==> src/design/rscc_pkg.sv <==
// shared constants, types and crc function for the record stream crc checker
package rscc_pkg;

    localparam int unsigned BYTE_W = 8;
    localparam int unsigned CRC_W  = 16;

    localparam logic [CRC_W-1:0]  CRC_POLY     = 16'hA001;
    localparam logic [CRC_W-1:0]  CRC_SEED     = 16'hFFFF;
    localparam logic [BYTE_W-1:0] LEN_AT_RESET = 8'd41;
    localparam logic [BYTE_W-1:0] LEN_MIN      = 8'd3;

    // one staged input transaction
    typedef struct packed {
        logic              valid;
        logic [BYTE_W-1:0] data;
    } t_stage;

    // reflected crc-16 over one byte, lsb first
    function automatic logic [CRC_W-1:0] crc16_byte(
        input logic [CRC_W-1:0]  crc_in,
        input logic [BYTE_W-1:0] data_in
    );
        logic [CRC_W-1:0] crc;
        crc = crc_in ^ {{(CRC_W-BYTE_W){1'b0}}, data_in};
        for (int k = 0; k < BYTE_W; k++) begin
            if (crc[0]) begin
                crc = (crc >> 1) ^ CRC_POLY;
            end else begin
                crc = crc >> 1;
            end
        end
        return crc;
    endfunction

endpackage

==> src/design/rscc_ifs.sv <==
// channel interfaces: input bytes, result items and configuration writes
interface rscc_in_if;
    logic       valid;
    logic       ready;
    logic [7:0] data_byte;

    modport source (output valid, output data_byte, input ready);
    modport sink   (input valid, input data_byte, output ready);
endinterface

interface rscc_out_if;
    logic       valid;
    logic       ready;
    logic [7:0] byte_echo;
    logic [7:0] byte_position;
    logic       record_end;
    logic       crc_match;
    logic       failed_sticky;

    modport source (output valid, output byte_echo, output byte_position,
                    output record_end, output crc_match, output failed_sticky,
                    input ready);
    modport sink   (input valid, input byte_echo, input byte_position,
                    input record_end, input crc_match, input failed_sticky,
                    output ready);
endinterface

interface rscc_cfg_if;
    logic       valid;
    logic       ready;
    logic [7:0] record_length;

    modport source (output valid, output record_length, input ready);
    modport sink   (input valid, input record_length, output ready);
endinterface

==> src/design/record_stream_crc_checker_core.sv <==
// path: an input transaction reaches result valid through the input register and then the result register
// throughput: 1 byte per cycle when the result side takes it; crc-16 update of all eight bit steps is combinational
// back-pressure on the result side stalls only when both registers hold data
// reset: synchronous active low; crc 0xFFFF, position 0, failure flag 0, record length 41
// configuration writes are taken every cycle and apply to the following bytes
module record_stream_crc_checker_core (
    input  logic              i_clk,
    input  logic              i_rst_n,
    rscc_in_if.sink           i_in,
    rscc_cfg_if.sink          i_cfg,
    rscc_out_if.source        o_out
);
    import rscc_pkg::*;

    t_stage stage;
    logic   advance;

    assign i_cfg.ready = 1'b1;

    // input register
    rscc_input_stage u_input (
        .i_clk     (i_clk),
        .i_rst_n   (i_rst_n),
        .i_valid   (i_in.valid),
        .i_data    (i_in.data_byte),
        .o_ready   (i_in.ready),
        .i_advance (advance),
        .o_stage   (stage)
    );

    // crc check and result register
    rscc_check_stage u_check (
        .i_clk           (i_clk),
        .i_rst_n         (i_rst_n),
        .i_stage         (stage),
        .o_advance       (advance),
        .i_cfg_valid     (i_cfg.valid),
        .i_cfg_len       (i_cfg.record_length),
        .i_out_ready     (o_out.ready),
        .o_valid         (o_out.valid),
        .o_byte_echo     (o_out.byte_echo),
        .o_byte_position (o_out.byte_position),
        .o_record_end    (o_out.record_end),
        .o_crc_match     (o_out.crc_match),
        .o_failed_sticky (o_out.failed_sticky)
    );

endmodule

==> src/design/rscc_input_stage.sv <==
// input register stage: captures one byte transaction per cycle while empty or while its byte moves on
module rscc_input_stage (
    input  logic                 i_clk,
    input  logic                 i_rst_n,
    input  logic                 i_valid,
    input  logic [7:0]           i_data,
    output logic                 o_ready,
    input  logic                 i_advance,
    output rscc_pkg::t_stage     o_stage
);
    import rscc_pkg::*;

    logic              r_valid;
    logic [BYTE_W-1:0] r_data;

    // stage can take a new byte when empty or when its byte moves on
    assign o_ready = !r_valid || i_advance;

    // valid bit
    always_ff @(posedge i_clk) begin
        if (!i_rst_n) begin
            r_valid <= 1'b0;
        end else if (o_ready) begin
            r_valid <= i_valid;
        end
    end

    // payload
    always_ff @(posedge i_clk) begin
        if (o_ready && i_valid) begin
            r_data <= i_data;
        end
    end

    assign o_stage = '{valid: r_valid, data: r_data};

endmodule

==> src/design/rscc_check_stage.sv <==
// record state, crc update and result register
module rscc_check_stage (
    input  logic                 i_clk,
    input  logic                 i_rst_n,
    input  rscc_pkg::t_stage     i_stage,
    output logic                 o_advance,
    input  logic                 i_cfg_valid,
    input  logic [7:0]           i_cfg_len,
    input  logic                 i_out_ready,
    output logic                 o_valid,
    output logic [7:0]           o_byte_echo,
    output logic [7:0]           o_byte_position,
    output logic                 o_record_end,
    output logic                 o_crc_match,
    output logic                 o_failed_sticky
);
    import rscc_pkg::*;

    logic [BYTE_W-1:0] r_len;
    logic [CRC_W-1:0]  r_crc;
    logic [BYTE_W-1:0] r_pos;
    logic [BYTE_W-1:0] r_held_low;
    logic              r_fail;

    logic              r_out_valid;
    logic [BYTE_W-1:0] r_echo;
    logic [BYTE_W-1:0] r_out_pos;
    logic              r_out_end;
    logic              r_out_match;
    logic              r_out_fail;

    logic [BYTE_W-1:0] eff_len;
    logic [BYTE_W-1:0] last_pos;
    logic              is_end;
    logic              is_crc_low;
    logic              crc_ok;
    logic              fire;
    logic [CRC_W-1:0]  n_crc;
    logic [BYTE_W-1:0] n_pos;
    logic [BYTE_W-1:0] n_held_low;
    logic              n_fail;
    logic              n_match;

    // result register frees up when empty or taken
    assign o_advance = !r_out_valid || i_out_ready;
    assign fire      = i_stage.valid && o_advance;

    // record position decode
    assign eff_len    = (r_len < LEN_MIN) ? LEN_MIN : r_len;
    assign last_pos   = eff_len - 8'd1;
    assign is_end     = (r_pos >= last_pos);
    assign is_crc_low = (r_pos == last_pos - 8'd1);
    assign crc_ok     = ({i_stage.data, r_held_low} == r_crc);

    // next record state
    always_comb begin
        n_crc      = r_crc;
        n_pos      = r_pos + 8'd1;
        n_held_low = r_held_low;
        n_fail     = r_fail;
        n_match    = 1'b0;
        if (is_end) begin
            n_match = crc_ok;
            n_fail  = r_fail || !crc_ok;
            n_crc   = CRC_SEED;
            n_pos   = '0;
        end else if (is_crc_low) begin
            n_held_low = i_stage.data;
        end else begin
            n_crc = crc16_byte(r_crc, i_stage.data);
        end
    end

    // configuration register
    always_ff @(posedge i_clk) begin
        if (!i_rst_n) begin
            r_len <= LEN_AT_RESET;
        end else if (i_cfg_valid) begin
            r_len <= i_cfg_len;
        end
    end

    // record state registers
    always_ff @(posedge i_clk) begin
        if (!i_rst_n) begin
            r_crc      <= CRC_SEED;
            r_pos      <= '0;
            r_held_low <= '0;
            r_fail     <= 1'b0;
        end else if (fire) begin
            r_crc      <= n_crc;
            r_pos      <= n_pos;
            r_held_low <= n_held_low;
            r_fail     <= n_fail;
        end
    end

    // result valid
    always_ff @(posedge i_clk) begin
        if (!i_rst_n) begin
            r_out_valid <= 1'b0;
        end else if (o_advance) begin
            r_out_valid <= i_stage.valid;
        end
    end

    // result payload
    always_ff @(posedge i_clk) begin
        if (fire) begin
            r_echo      <= i_stage.data;
            r_out_pos   <= r_pos;
            r_out_end   <= is_end;
            r_out_match <= n_match;
            r_out_fail  <= n_fail;
        end
    end

    assign o_valid         = r_out_valid;
    assign o_byte_echo     = r_echo;
    assign o_byte_position = r_out_pos;
    assign o_record_end    = r_out_end;
    assign o_crc_match     = r_out_match;
    assign o_failed_sticky = r_out_fail;

`ifndef SYNTH
    // sticky failure never clears outside reset
    a_fail_sticky: assert property (@(posedge i_clk) disable iff (!i_rst_n)
        $past(r_fail) |-> r_fail)
        else $error("failure flag cleared");

    // a match is only reported on a closing byte
    a_match_at_end: assert property (@(posedge i_clk) disable iff (!i_rst_n)
        (r_out_valid && r_out_match) |-> r_out_end)
        else $error("crc match outside record end");

    // a record closes no earlier than its third byte
    a_end_position: assert property (@(posedge i_clk) disable iff (!i_rst_n)
        (r_out_valid && r_out_end) |-> (r_out_pos >= 8'd2))
        else $error("record closed too early");

    // a failed record raises the reported sticky flag
    a_fail_reported: assert property (@(posedge i_clk) disable iff (!i_rst_n)
        (r_out_valid && r_out_end && !r_out_match) |-> r_out_fail)
        else $error("failed record not flagged");

    // position counter wraps at the closing byte
    a_pos_wrap: assert property (@(posedge i_clk) disable iff (!i_rst_n)
        (fire && is_end) |=> (r_pos == '0))
        else $error("position not cleared after record end");
`endif

endmodule

==> src/flat_wrapper.sv <==
// flat-port wrapper written by rule: the top's interface ports become plain ports
module record_stream_crc_checker_core_flat import rscc_pkg::*;
  (i_clk, i_rst_n, i_in_valid, i_in_data_byte, i_in_ready, i_cfg_valid, i_cfg_record_length, i_cfg_ready, o_out_valid, o_out_byte_echo, o_out_byte_position, o_out_record_end, o_out_crc_match, o_out_failed_sticky, o_out_ready);
  rscc_in_if i_in_i ();
  rscc_cfg_if i_cfg_i ();
  rscc_out_if o_out_i ();
  input  logic i_clk;
  input  logic i_rst_n;
  input wire logic [$bits(i_in_i.valid)-1:0] i_in_valid;
  input wire logic [$bits(i_in_i.data_byte)-1:0] i_in_data_byte;
  output wire logic [$bits(i_in_i.ready)-1:0] i_in_ready;
  input wire logic [$bits(i_cfg_i.valid)-1:0] i_cfg_valid;
  input wire logic [$bits(i_cfg_i.record_length)-1:0] i_cfg_record_length;
  output wire logic [$bits(i_cfg_i.ready)-1:0] i_cfg_ready;
  output wire logic [$bits(o_out_i.valid)-1:0] o_out_valid;
  output wire logic [$bits(o_out_i.byte_echo)-1:0] o_out_byte_echo;
  output wire logic [$bits(o_out_i.byte_position)-1:0] o_out_byte_position;
  output wire logic [$bits(o_out_i.record_end)-1:0] o_out_record_end;
  output wire logic [$bits(o_out_i.crc_match)-1:0] o_out_crc_match;
  output wire logic [$bits(o_out_i.failed_sticky)-1:0] o_out_failed_sticky;
  input wire logic [$bits(o_out_i.ready)-1:0] o_out_ready;
  assign i_in_i.valid = i_in_valid;
  assign i_in_i.data_byte = i_in_data_byte;
  assign i_in_ready = i_in_i.ready;
  assign i_cfg_i.valid = i_cfg_valid;
  assign i_cfg_i.record_length = i_cfg_record_length;
  assign i_cfg_ready = i_cfg_i.ready;
  assign o_out_valid = o_out_i.valid;
  assign o_out_byte_echo = o_out_i.byte_echo;
  assign o_out_byte_position = o_out_i.byte_position;
  assign o_out_record_end = o_out_i.record_end;
  assign o_out_crc_match = o_out_i.crc_match;
  assign o_out_failed_sticky = o_out_i.failed_sticky;
  assign o_out_i.ready = o_out_ready;
  record_stream_crc_checker_core u_core (.i_clk(i_clk), .i_rst_n(i_rst_n), .i_in(i_in_i), .i_cfg(i_cfg_i), .o_out(o_out_i));
endmodule
==> config.mk <==
export PLATFORM = sky130hd
export DESIGN_NAME = record_stream_crc_checker_core_flat
export DESIGN_NICKNAME = d
export VERILOG_FILES = /design/src/design/rscc_pkg.sv /design/src/design/rscc_ifs.sv /design/src/design/record_stream_crc_checker_core.sv /design/src/design/rscc_input_stage.sv /design/src/design/rscc_check_stage.sv /design/src/flat_wrapper.sv
export SDC_FILE = /design/constraint.sdc
export NUM_CORES = 1
export LEC_CHECK = 0
export BUFFER_PORTS_ARGS = -buffer_cell sky130_fd_sc_hd__buf_2
export CAP_MARGIN = 40
export CORE_MARGIN = 2
export CORE_UTILIZATION = 58
export CTS_CLUSTER_SIZE = 25
export DETAILED_ROUTE_END_ITERATION = 8
export GPL_ROUTABILITY_DRIVEN = 0
export PLACE_DENSITY = 0.79
export SLEW_MARGIN = 10
export SYNTH_ARGS = -nofsm -noshare
export SYNTH_HDL_FRONTEND = slang
export SYNTH_SLANG_ARGS = --single-unit
==> constraint.sdc <==
create_clock -name i_clk -period 4.9 [get_ports i_clk]
set_clock_uncertainty 0.2 [all_clocks]
set_input_delay 0.98 -clock i_clk [delete_from_list [all_inputs] [get_ports i_clk]]
set_output_delay 0.98 -clock i_clk [all_outputs]
set_load 0.02 [all_outputs]
# After elaboration in Yosys (flattened, before gate mapping)

Cells that the tools add are included.

Word-level logic and storage cells: 68
Bits in latches: 0
Input bits: 21
Register bits after elaboration: 70
Memories kept: 0
Memory bits (writable): 0
Memory bits (read-only): 0

Divide/modulo/power cells: 0
$add $sub $neg: 3
Equality and inequality tests: 3
$lt $le $gt $ge: 2
Reductions and logical operators: 10
Bitwise operators: 10
Muxes and demuxes: 27
Multipliers: 0
Shift operators: 0

Operator list:

| cell                                                                 | number |
|---|---|
| 16-bit 2-to-1 mux                                                    | 24 |
| 2-bit inverter with 3-bit output                                     | 8 |
| 16-bit equality test                                                 | 1 |
| 8-bit 2-to-1 mux                                                     | 2 |
| 8-bit by 1-bit subtractor with 8-bit output, second input constant   | 2 |
| 16-bit by 8-bit XOR with 16-bit output                               | 1 |
| 8-bit by 1-bit adder with 8-bit output, second input constant        | 1 |
| 8-bit equality test                                                  | 1 |
| 8-bit >= comparator                                                  | 1 |
| 8-bit by 2-bit < comparator with 1-bit output, second input constant | 1 |
| 1-bit logical NOT                                                    | 3 |
| 1-bit logical OR                                                     | 3 |
| 3-bit AND reduction                                                  | 1 |
| 1-bit logical AND                                                    | 2 |
| 2-bit inequality test, second input constant                         | 1 |
| 2-bit AND reduction                                                  | 1 |
| 1-bit 2-to-1 mux                                                     | 1 |
| 1-bit inverter                                                       | 1 |

# Logic depth before layout (Yosys ltp)

Depth after elaboration: 35
Gate-level depth with buffers: 17
Mapped depth without buffers: 16

# Hierarchy

A second synthesis with hierarchy kept.

Cells, all modules: 355
Area, all modules: 3667.3 um2

By module, submodules not included:

| module                         | sequential area each (um2) | instances | area an instance (um2) | cells each |
|---|---|---|---|---|
| rscc_check_stage               | 1411.4                     | 1         | 3350.7                 | 339 |
| rscc_input_stage               | 260.2                      | 1         | 305.3                  | 14 |
| record_stream_crc_checker_core | 0.0                        | 1         | 11.3                   | 2 |

# Least setup slack after synthesis

No wires, ideal clock.

Kind: register to register
From: register u_core.u_check.r_len[2]
To: register u_core.u_check.r_held_low[0]
Stages on the path, launching flop included: 17
Slack: 0.888 ns
Data required time: 4.628 ns
Data arrival time: 3.741 ns
Setup time: 0.072 ns
Cells stage by stage: dfxtp_1 buf_6 nor4_2 a21oi_1 ha_1 xor2_1 inv_1 ha_1 a21o_1 a31oi_1 o21ai_0 maj3_2 o211a_4 nor2b_4 inv_2 nor4_4 mux2i_1

Longest elaborated chain between the ends: 6

RTL lines:

| item                                            | RTL line               | text |
|---|---|---|
| start, declared                                 | rscc_check_stage.sv:19 | `logic [BYTE_W-1:0] r_len;` |
| start signal, assigned                          | rscc_check_stage.sv:79 | `r_len <= i_cfg_len;` |
| 8-bit by 2-bit < comparator with 1-bit output   | rscc_check_stage.sv:49 | `assign eff_len = (r_len < LEN_MIN) ? LEN_MIN : r_len;` |
| 8-bit 2-to-1 mux (*)                            | rscc_check_stage.sv:49 |  |
| 8-bit by 1-bit subtractor with 8-bit output (*) | rscc_check_stage.sv:50 | `assign last_pos = eff_len - 8'd1;` |
| 8-bit >= comparator (*)                         | rscc_check_stage.sv:51 | `assign is_end = (r_pos >= last_pos);` |
| via u_core.u_check.is_end                       | rscc_check_stage.sv:34 | `logic is_end;` |
| 1-bit inverter (no line) (*)                    | n/a                    |  |
| 3-bit AND reduction (no line) (*)               | n/a                    |  |
| end signal, assigned                            | rscc_check_stage.sv:93 | `r_held_low <= n_held_low;` |
| end, declared                                   | rscc_check_stage.sv:22 | `logic [BYTE_W-1:0] r_held_low;` |

The timed path passes the listed nets; every way through them passes the cells marked *.
A chain may end at the register's enable or synchronous reset.

# Worst setup path after layout

From: register u_core.u_check.r_len[3]
To: register u_core.u_check.r_held_low[0]

Same word-level chain as after synthesis.

==> results.cfg <==
[run_status]
status = complete, no violations

[drt]
finalWirelength_um = 6840
post_drt_wl_per_cell_um = 15.6
avgViaCountPerCell = 5.57
dr.pass1.iters = 5
dr.first_iter.drc_count = 112
route.detailed.drc = 0
vias = 2438
route.antenna.remaining_nets = 0

[global_route]
grt_pass1_vias = 2301
grt_max_degree = 33
track_usage = 0.222
antenna_found_initial = 0
grt_first_pass_wirelength_um = 11200
grt-ovfl-total = 0

[worst_setup_path]
cp_max_fo = 8
r2r-start = u_core.u_check.r_len[3]
rrSetupSlack_ns = 0.40
worst-setup-path-type = reg2reg
crit_end = u_core.u_check.r_held_low[0]
end_kind = flip-flop
r2r_end = u_core.u_check.r_held_low[0]
ff2ff_path_depth = 15
cp-start-kind = flip-flop
startpoint = u_core.u_check.r_len[3]
cp_data_required_time_ns = 4.97
cp.arrival_ns = 4.58

[yosys]
synthArstFlopShare = 0
ys_ff_latch = 70
synth-edff-count = 27
yosysWarnings = 0
yosysSeqAreaShare = 0.467
syn-num-nets = 346
synth.distinct_cells = 57
synth_area_um2 = 3580
syn_area_per_cell_um2 = 11.4
netlist_instances = 314
synth_ff_type = dfxtp_1

[placement]
port_buffers = 41
placed_area_um2 = 3820
dp_hpwl_um = 4860

[clocking]
clkLatencyLatePin_ns = 0.35
cts_setup_buffers = 0
clock_path_buffers = 2
cts_tree = built
cts_hold_buf = 0
cts.sinks = 70
clock-root-buffer = clkbuf_8
htree_levels = 3
clkTransAtPathRegs_ns = 0.08
cts_resized = 0
numCtsBuffers = 9

[floorplan]
start_util = 0.601
placementRows = 28
coreArea_um2 = 5960
die_h_um = 82.6
fp.dieW_um = 82.6
die-area_um2 = 6820
ios = 43

[pwr]
power_density_nw_per_um2 = 369
p_leak_nw = 1.60
peakVddDrop_mv = 0.293
p_comb_frac = 0.165
switching_share = 0.259
power_w = 0.00150
netSwitchingPower_w = 0.000389
p_seq_frac = 0.445
p_int_w = 0.00112
p_clk_frac = 0.389

[final_layout]
area_growth_syn_to_layout_pct = 13.9
antenna_cells = 0
fin_area_um2 = 4080
drive_gt1_frac = 0.231
fillerInstances = 468
nets = 390

[timing]
relSlewSlack = 0.546
setup_violations = 0
fin_setup_tns_ns = 0
min_period_ns = 4.50
worst_pin_slew_ns = 0.676
timing.hold.ws_ns = 0.277
slew_violations = 0
max_freq_ghz = 0.222
rsz0062_at_grt = false
finalCritPeriodShare = 0.919
hold_violations = 0

[min_path]
hp-class = reg2reg

[job]
maxCapViolations = 0
==> worst min-delay path by stage <==
stage	to	start	cells after the start	slack [ns]
2_1_floorplan	u_core.u_check.o_byte_position[5]	u_core.u_check.r_pos[5]	0	0.21
3_3_place_gp	u_core.u_check.r_held_low[4]	u_core.u_check.r_held_low[4]	2	0.25
3_5_place_dp	u_core.u_check.r_held_low[5]	u_core.u_check.r_held_low[5]	2	0.27
4_1_cts	u_core.u_check.r_held_low[1]	u_core.u_check.r_held_low[1]	2	0.28
5_1_grt	u_core.u_check.r_held_low[2]	u_core.u_check.r_held_low[2]	2	0.31
6_report	u_core.u_check.r_held_low[5]	u_core.u_check.r_held_low[5]	2	0.28
==> final cells by class <==
| class | count | area (um^2) | area share |
|---|---|---|---|
| clock buffer | 11 | 151 | 0.0371 |
| clock inverter | 5 | 105 | 0.0258 |
| inverter | 12 | 47.5 | 0.0117 |
| multi-input combinational | 222 | 1790 | 0.439 |
| sequential | 70 | 1670 | 0.410 |
| tap | 75 | 93.8 | 0.0230 |
| timing repair buffer | 43 | 220 | 0.0540 |
==> state kept, by name, indices dropped and copies added (netlist names) <==
| name | flops |
|---|---|
| u_core.u_check.o_crc_match | 1 |
| u_core.u_check.r_crc | 16 |
| u_core.u_check.o_valid | 1 |
| u_core.u_check.r_len | 8 |
| u_core.u_check.o_byte_echo | 8 |
| u_core.u_check.o_record_end | 1 |
| u_core.u_input.r_data | 8 |
| u_core.u_check.r_pos | 8 |
| u_core.u_input.r_valid | 1 |
| u_core.u_check.r_fail | 1 |
| u_core.u_check.o_byte_position | 8 |
| u_core.u_check.r_held_low | 8 |
| u_core.u_check.o_failed_sticky | 1 |
==> stage by stage <==
stage	instances	setup slack, ns	util
6_report	438	0.399	0.685
5_1_grt	438	0.0209	0.685
4_1_cts	438	0.413	0.685
3_5_place_dp	422	0.420	0.642
3_3_place_gp	422	0.630	0.642
2_1_floorplan	314	0.888	-
==> synth_stat cells, types with 2 or more instances <==
master | n | share of area
a2bb2oi_2 | 10 | 0.042
a21o_1 | 2 | 0.0042
nand2b_1 | 3 | 0.0052
nor3_1 | 2 | 0.0028
o21ai_0 | 4 | 0.0056
nand3_1 | 5 | 0.0070
nand2_1 | 29 | 0.030
nor2_1 | 14 | 0.015
a2bb2oi_1 | 6 | 0.015
inv_1 | 9 | 0.0094
buf_6 | 4 | 0.013
xnor2_1 | 24 | 0.059
ha_1 | 11 | 0.038
dfxtp_1 | 43 | 0.24
mux2i_1 | 16 | 0.045
nor4_1 | 4 | 0.0070
nand4_1 | 7 | 0.012
xor2_1 | 33 | 0.081
a21boi_0 | 2 | 0.0042
edfxtp_1 | 27 | 0.23
a21oi_1 | 4 | 0.0056
o21a_1 | 3 | 0.0063
a31oi_1 | 3 | 0.0052
o21ai_1 | 2 | 0.0028
or3_1 | 2 | 0.0035
nor2b_1 | 9 | 0.016
and2_1 | 2 | 0.0035
clkbuf_1 | 5 | 0.0052
==> kinds of logic after synthesis <==
kind of cell / after synthesis / synth area share
xor gates and xnor gates: 57 / 0.139
and+or+nand+nor: 87 / 0.139
buffers and inverters: 22 / 0.0332
adders and majority gates: 12 / 0.0416
DFF: 70 / 0.467
AOI/OAI and AO/OA: 48 / 0.131
muxes: 17 / 0.0479
other: 1 / 0.00105
==> critical path, stage by stage, from the launching register on <==
cell and delay (ns):
dfxtp_1 0.53, nor4_2 0.10, a21oi_1 0.44, ha_1 0.30
xor2_1 0.34, inv_1 0.13, ha_1 0.31, a21o_1 0.18
a31oi_1 0.12, o21ai_0 0.14, maj3_2 0.33, o211a_4 0.16
nor2b_4 0.16, inv_2 0.07, nor4_4 0.63, mux2i_1 0.28
==> power groups by stage <==
stage / logic (W) / clock network, W / registers (W)
after detailed placement: 0.000247 / 0 / 0.000682
after global placement: 0.000243 / 0 / 0.000681
after global routing: 0.000276 / 0.000617 / 0.000675
final: 0.000249 / 0.000586 / 0.000670
after floorplan: 0.000196 / 0 / 0.000684
after CTS: 0.000249 / 0.000596 / 0.000670
==> placed cells by master (no fill, tap or decap), drive strengths merged, types with 2 or more instances in the layout <==
cell	n
a21boi	2
a21o	3
a21oi	5
a2bb2oi	16
a31oi	3
and2	2
buf	43
bufinv	3
clkbuf	11
clkinvlp	2
dfxtp	43
edfxtp	27
ha	11
inv	11
mux2i	16
nand2	29
nand2b	3
nand3	6
nand4	7
nor2	14
nor2b	10
nor3	3
nor4	6
o211a	2
o21a	3
o21ai	6
or3	2
xnor2	24
xor2	33
==> per-layer routing <==
metal,vias up,global-route usage,part of all wire
li1,1212,-,-
met1,1123,0.298,0.48
met2,91,0.335,0.44
met3,12,0.0750,0.064
met4,0,0.0754,0.017
met5,-,0,0
(Power assumes the default switching activity.)
